$ cat src/hw/rtl/sbs_pkg.sv
`timescale 1ns / 1ps
`default_nettype none
// ----------------------------------------------------------------------------
// sbs_pkg
// Shared types and constants of the score sorted box suppression block.
// ----------------------------------------------------------------------------
package sbs_pkg;

    localparam int MAX_CANDIDATES_DEF = 1024;
    localparam int MAX_KEEP_DEF       = 64;

    localparam int EDGE_W  = 14;
    localparam int SCORE_W = 16;
    localparam int TAG_W   = 10;
    localparam int LIMIT_W = 7;
    localparam int CFG_W   = 16;
    localparam int CFG_IDX_W = 2;

    localparam logic [CFG_IDX_W-1:0] CFG_SCORE_THR   = 2'd0;
    localparam logic [CFG_IDX_W-1:0] CFG_OVERLAP_THR = 2'd1;
    localparam logic [CFG_IDX_W-1:0] CFG_KEEP_LIMIT  = 2'd2;

    localparam logic [SCORE_W-1:0] SCORE_THR_RST   = 16'd16384;
    localparam logic [SCORE_W-1:0] OVERLAP_THR_RST = 16'd29491;
    localparam logic [LIMIT_W-1:0] KEEP_LIMIT_RST  = 7'd64;

    localparam logic KIND_FINISH = 1'b1;

    typedef struct packed {
        logic [EDGE_W-1:0]  left;
        logic [EDGE_W-1:0]  top;
        logic [EDGE_W-1:0]  right;
        logic [EDGE_W-1:0]  bottom;
        logic [SCORE_W-1:0] score;
        logic [TAG_W-1:0]   tag;
    } rec_t;

    localparam int REC_W = $bits(rec_t);

    typedef struct packed {
        logic finish;
        rec_t rec;
    } cmd_t;

endpackage
`default_nettype wire

$ cat src/hw/rtl/sbs_front.sv
`timescale 1ns / 1ps
`default_nettype none
// ----------------------------------------------------------------------------
// sbs_front
// Input side: drops low scoring candidates and queues the rest, with finish
// words, in a two word queue towards the back end.
// ----------------------------------------------------------------------------
module sbs_front (
    input  wire logic                         clk,
    input  wire logic                         rst_n,
    input  wire logic                         in_valid,
    output logic                              in_ready,
    input  wire logic                         kind,
    input  wire logic [sbs_pkg::EDGE_W-1:0]   left_edge,
    input  wire logic [sbs_pkg::EDGE_W-1:0]   top_edge,
    input  wire logic [sbs_pkg::EDGE_W-1:0]   right_edge,
    input  wire logic [sbs_pkg::EDGE_W-1:0]   bottom_edge,
    input  wire logic [sbs_pkg::SCORE_W-1:0]  confidence,
    input  wire logic [sbs_pkg::TAG_W-1:0]    tag,
    input  wire logic [sbs_pkg::SCORE_W-1:0]  score_thr,
    output logic                              cmd_valid,
    output sbs_pkg::cmd_t                     cmd,
    input  wire logic                         cmd_ready
);

    sbs_pkg::cmd_t q_reg [2];
    logic          wr_ptr_reg, rd_ptr_reg;
    logic [1:0]    cnt_reg;
    logic          push, pop;
    sbs_pkg::cmd_t in_cmd;

    assign in_ready  = (cnt_reg != 2'd2);
    assign cmd_valid = (cnt_reg != 2'd0);
    assign cmd       = q_reg[rd_ptr_reg];

    assign in_cmd.finish     = (kind == sbs_pkg::KIND_FINISH);
    assign in_cmd.rec.left   = left_edge;
    assign in_cmd.rec.top    = top_edge;
    assign in_cmd.rec.right  = right_edge;
    assign in_cmd.rec.bottom = bottom_edge;
    assign in_cmd.rec.score  = confidence;
    assign in_cmd.rec.tag    = tag;

    // scores below threshold never reach the store
    assign push = in_valid && in_ready
                  && (in_cmd.finish || (confidence >= score_thr));
    assign pop  = cmd_valid && cmd_ready;

    always_ff @(posedge clk or negedge rst_n)
    begin
        if (!rst_n)
        begin
            wr_ptr_reg <= 1'b0;
            rd_ptr_reg <= 1'b0;
            cnt_reg    <= 2'd0;
        end
        else
        begin
            if (push)
            begin
                wr_ptr_reg <= ~wr_ptr_reg;
            end
            if (pop)
            begin
                rd_ptr_reg <= ~rd_ptr_reg;
            end
            if (push && !pop)
            begin
                cnt_reg <= cnt_reg + 2'd1;
            end
            else if (pop && !push)
            begin
                cnt_reg <= cnt_reg - 2'd1;
            end
        end
    end

    always_ff @(posedge clk)
    begin
        if (push)
        begin
            q_reg[wr_ptr_reg] <= in_cmd;
        end
    end

endmodule
`default_nettype wire

$ cat config.mk
export PLATFORM = sky130hd
export DESIGN_NAME = sbs_front
export DESIGN_NICKNAME = d
export VERILOG_FILES = /design/src/hw/rtl/sbs_pkg.sv /design/src/hw/rtl/sbs_front.sv
export SDC_FILE = /design/constraint.sdc
export NUM_CORES = 1
export LEC_CHECK = 0
export ABC_CLOCK_PERIOD_IN_PS = 7700
export BUFFER_PORTS_ARGS = -buffer_cell sky130_fd_sc_hd__buf_2
export CAP_MARGIN = 15
export CELL_PAD_IN_SITES_DETAIL_PLACEMENT = 2
export CELL_PAD_IN_SITES_GLOBAL_PLACEMENT = 2
export CORE_MARGIN = 5
export CORE_UTILIZATION = 41
export CTS_BUF_LIST = sky130_fd_sc_hd__clkbuf_4
export CTS_CLUSTER_DIAMETER = 200
export DETAILED_ROUTE_END_ITERATION = 16
export PLACE_DENSITY = 0.88
export SKIP_LAST_GASP = 1
export SYNTH_ARGS = -nofsm -noshare
export SYNTH_HDL_FRONTEND = slang
export SYNTH_SLANG_ARGS = --single-unit
$ cat constraint.sdc
create_clock -name clk -period 7.7 [get_ports clk]
set_clock_uncertainty 0.05 [all_clocks]
set_input_delay 0.385 -clock clk [delete_from_list [all_inputs] [get_ports clk]]
set_output_delay 0.385 -clock clk [all_outputs]
set_load 0.1 [all_outputs]
# Word level (Yosys, flattened, before mapping)
# Memory sizes are Yosys's and may differ from the RTL's.
# Index checks and enable logic that the tools add are counted.
[totals]
regBits = 4
output_inout_bits = 85
memories = 1
ram_bits = 166
[op_classes]
muxes = 4
order_cmp = 1
bitwise_logic = 2
n_eq_ne = 1
addsub = 2
n_reduce_logical = 10
[memory_table]
columns = ["memory", "words", "word_bits", "rd", "rd_ports_with_merged_regs", "wr", "line", "text"]
rows = [
  ["q_reg", 2, 83, 1, 0, 1, "sbs_front.sv:26", "sbs_pkg::cmd_t q_reg [2];"],
]
[op_table]
columns = ["operator", "n"]
rows = [
  ["$ge A16 B16 Y1", 1],
  ["$logic_and A1 B1 Y1", 5],
  ["$mux W2", 2],
  ["$reduce_bool A2 Y1", 2],
  ["$add A2 B1 Y2 const B", 1],
  ["$logic_not A1 Y1", 2],
  ["$mux W1", 2],
  ["$ne A2 B2 Y1 const B", 1],
  ["$not A1 Y1", 2],
  ["$sub A2 B1 Y2 const B", 1],
  ["$logic_or A1 B1 Y1", 1],
]

# Logic depth before layout (Yosys ltp)
[logic_depth]
ltp_word = 7
depth_mapped = 10
ltp_nobuf = 10

# Worst setup path before layout
# OpenSTA, ideal clock, no wires.
[synth_path]
path_type = "input port to flip-flop"
from = "input port score_thr[13] (netlist bit)"
to = "memory q_reg[0][0] (netlist bit) (enable)"
t_required_ps = 7115
setup_time_ps = 535
setup_slack_ps = 1780
path_stages = 7
t_arrival_ps = 5335
path_cell_list = "inv_1 > ha_1 > nand4_1 > or3_1 > a221o_1 > a31oi_4 > nor2b_1"
[synth_between]
elab_chain_cells = 5
[synth_lines]
columns = ["item", "line", "text"]
rows = [
  ["start, declared", "sbs_front.sv:20", "input wire logic [sbs_pkg::SCORE_W-1:0] score_thr,"],
  ["$ge A16 B16 Y1", "sbs_front.sv:46", "&& (in_cmd.finish || (confidence >= score_thr));"],
  ["$logic_or A1 B1 Y1", "sbs_front.sv:46", ""],
  ["$logic_and A1 B1 Y1", "sbs_front.sv:46", ""],
  ["net push", "sbs_front.sv:29", "logic push, pop;"],
  ["$mux W1", "sbs_front.sv:80", "if (push)"],
  ["$mux W1 (implied by the code)", "sbs_front.sv:82", "q_reg[wr_ptr_reg] <= in_cmd;"],
  ["end, declared", "sbs_front.sv:26", ""],
]
# The timed path passes the listed nets, and every way through them passes these cells.

# Final worst setup path
[layout_path]
from = "input port confidence[11] (netlist bit)"
to = "memory q_reg[0][54] (netlist bit) (enable)"
[layout_between]
elab_chain_cells = 5
[layout_lines]
columns = ["item", "line", "text"]
rows = [
  ["start, declared", "sbs_front.sv:18", "input wire logic [sbs_pkg::SCORE_W-1:0] confidence,"],
  ["$ge A16 B16 Y1", "sbs_front.sv:46", ""],
  ["$logic_or A1 B1 Y1", "sbs_front.sv:46", ""],
  ["$logic_and A1 B1 Y1", "sbs_front.sv:46", ""],
  ["net push", "sbs_front.sv:29", ""],
  ["$mux W1", "sbs_front.sv:80", ""],
  ["$mux W1 (implied by the code)", "sbs_front.sv:82", ""],
]
# The timed path passes the listed nets, and every way through them passes these cells.

==> out/metrics.yaml <==
run_status:
  outcome: "completed"
critical_path:
  path_max_fanout: 83
  critical_path_class: "input pin to register"
  r2r_start: "cnt_reg[0]"
  cp.required_ns: 7.83
  cp-startpoint: "confidence[11]"
  cp-start-kind: "input pin"
  worstPathArrival_ns: 3.61
  ff2ff_setup_slack_ns: 5.19
  timing.rr.end: "q_reg[0][54]"
  cp-end-kind: "register"
  cp-endpoint: "q_reg[0][54]"
  ff2ff_path_depth: 5
routing:
  ant_nets: 0
  drt_wl_total_um: 18900
  vias_per_cell: 4.70
  route.detailed.drc: 0
  wire_per_inst_um: 22.4
  drtIter0Drc: 132
  vias: 3962
  drt_pass1_iterations: 4
yosys:
  seq_area_frac_synth_pct: 77.4
  synthCells: 331
  synth.area.top_cells: "edfxtp_1, mux2_1, ha_1"
  syn_nets: 451
  yosys_warnings: 0
  synth_edf_count: 166
  yosysTopAreaCellShare_pct: 75.9
  ys_seq_elements: 170
  synth_area_sq_um: 6570
  syn_area_per_cell_sq_um: 19.8
  async_flop_share_pct: 2.35
  synth_flop_cell: "edfxtp_1"
  yosysUniqueCellTypes: 26
  yosysTopAreaCell: "edfxtp_1"
placement:
  post-place-cells: 726
  place_area_sq_um: 7750
  post-place-ws_ns: 4.20
  io_buffers: 187
  gp_congestion: 0.770
  dp_hpwl_um: 11700
global_routing:
  antenna_found_initial: 0
  grt_max_degree: 85
  grt_pass1_wl_um: 28100
  grt_util_all_layers_pct: 20.9
  grt_overflow_total: 0
  grt_pass1_vias: 4751
die:
  fp.dieW_um: 137
  coreArea_sq_um: 15800
  fp-row-count: 46
  io_pins: 188
  start_util_pct: 41.6
  die_area_sq_um: 18600
  die_h_um: 137
timing:
  worstMarginPinSlew_ns: 1.15
  rsz0062_at_grt: "no"
  fin_crit_sh_pct: 45.2
  maxSlewViolCount: 0
  hold_viol: 0
  fin_crit_ns: 3.48
  setup_violations: 0
  slew-limit-headroom_pct: 23.3
  fin_ws_ns: 4.22
  fmax_mhz: 287
  setup_tns_ns: 0
clock_tree:
  cts_sinks: 170
  clk_pin_slew_ns: 0.13
  h-tree-depth: 4
  clk_latency_ns: 0.55
  cts_buffer_depth: 2
  cts-root-buf: "clkbuf_4"
  numCtsBuffers: 17
  cts_tree: "built"
  cts_setup_buffers: 0
cells_and_area:
  final_area_sq_um: 8920
  drive_gt1_share_pct: 35.9
  area_delta_synth_final_pct: 35.9
  final_nets: 735
  fin_cells: 843
  diodes: 0
  largest_register_ffs: 166
  nFillCells: 1428
run:
  maxCapViolations: 0
hold_path:
  hold_path_class: "input pin to register"
  min_path_cells: 3
## how the worst min path moves through the flow
stage	to	start	slack, ns
CTS	rd_ptr_reg	cmd_ready	0.009
finish	rd_ptr_reg	cmd_ready	0.09
global route	rd_ptr_reg	cmd_ready	0.03
floorplan	cnt_reg[0]	rst_n	0.04
detailed placement	cnt_reg[1]	rst_n	0.15
global placement	rd_ptr_reg	rst_n	0.14
## layout make-up
type	instances	area, sq um	share of cell area, %
flip-flops and latches	170	5090	57.0
clock inverters	14	149	1.67
clock buffers	17	128	1.43
well taps	216	270	3.03
repair buffers	274	1840	20.6
inverters	18	67.6	0.757
multi-input cells	134	1380	15.5
## synth_stat cells (all sizes together) (3+ instances only)
cell	count
ha	17
dfrtp	4
nand4	4
a21oi	3
nand2	3
mux2	83
inv	18
o21ai	4
edfxtp	166
xor2	3
buf	6
clkbuf	3
## layer usage
metal	wire length [um]	GRT usage (%)
met5	0	0
met4	298	6.44
met3	916	5.51
met2	11100	40.8
met1	6550	21.7
## stage by stage
| step | utilization, % | hold WS [ns] |
|---|---|---|
| CTS | 56.2 | 0.00852 |
| global placement | 49.2 | 0.143 |
| global route | 56.6 | 0.0275 |
| detailed placement | 49.2 | 0.146 |
| finish | 56.6 | 0.0872 |
| floorplan | - | 0.0394 |
## timing repair
item | CTS | global route
endpoints found under the setup margin | 0 | 0
endpoints found under the hold margin | 170 | 0
gates resized for setup | 0 | 0
hold buffers | 84 | 0
## cell usage in the layout, fill, tap and decap left out, drive strengths merged, types with 2 or more instances in the layout
master       instances
clkinvlp             6
dlygate4sd3         84
ha                  17
edfxtp             166
nor2                 2
a21oi                3
clkbuf              17
o21ai                4
nor3                 2
xnor2                2
a31oi                2
inv                 21
nand2                3
mux2                83
xor2                 3
dfrtp                4
clkinv               3
buf                190
nand4                4
bufinv               2
## worst max-delay path, cell delays in order
cell           delay (ns)
dlygate4sd3_1        0.56
buf_2                0.15
ha_1                 0.31
nand4_1              0.14
or3_1                0.38
a221o_1              0.31
a31oi_4              0.23
nor2b_4              0.19
buf_4                0.84
## kinds of logic (layout without fill, tap and decap cells)
logic type,Yosys count,after routing,synth area share [%]
flops,170,170,77.4
mux,83,83,14.2
buf+inv,27,323,1.66
fa+ha+maj,17,17,3.24
simple gates,17,17,1.37
compound gates,12,12,1.39
xor+xnor,5,5,0.667
Power is not shown: default switching activity piles up to over one toggle a cycle in this logic, so the estimate is an artifact.
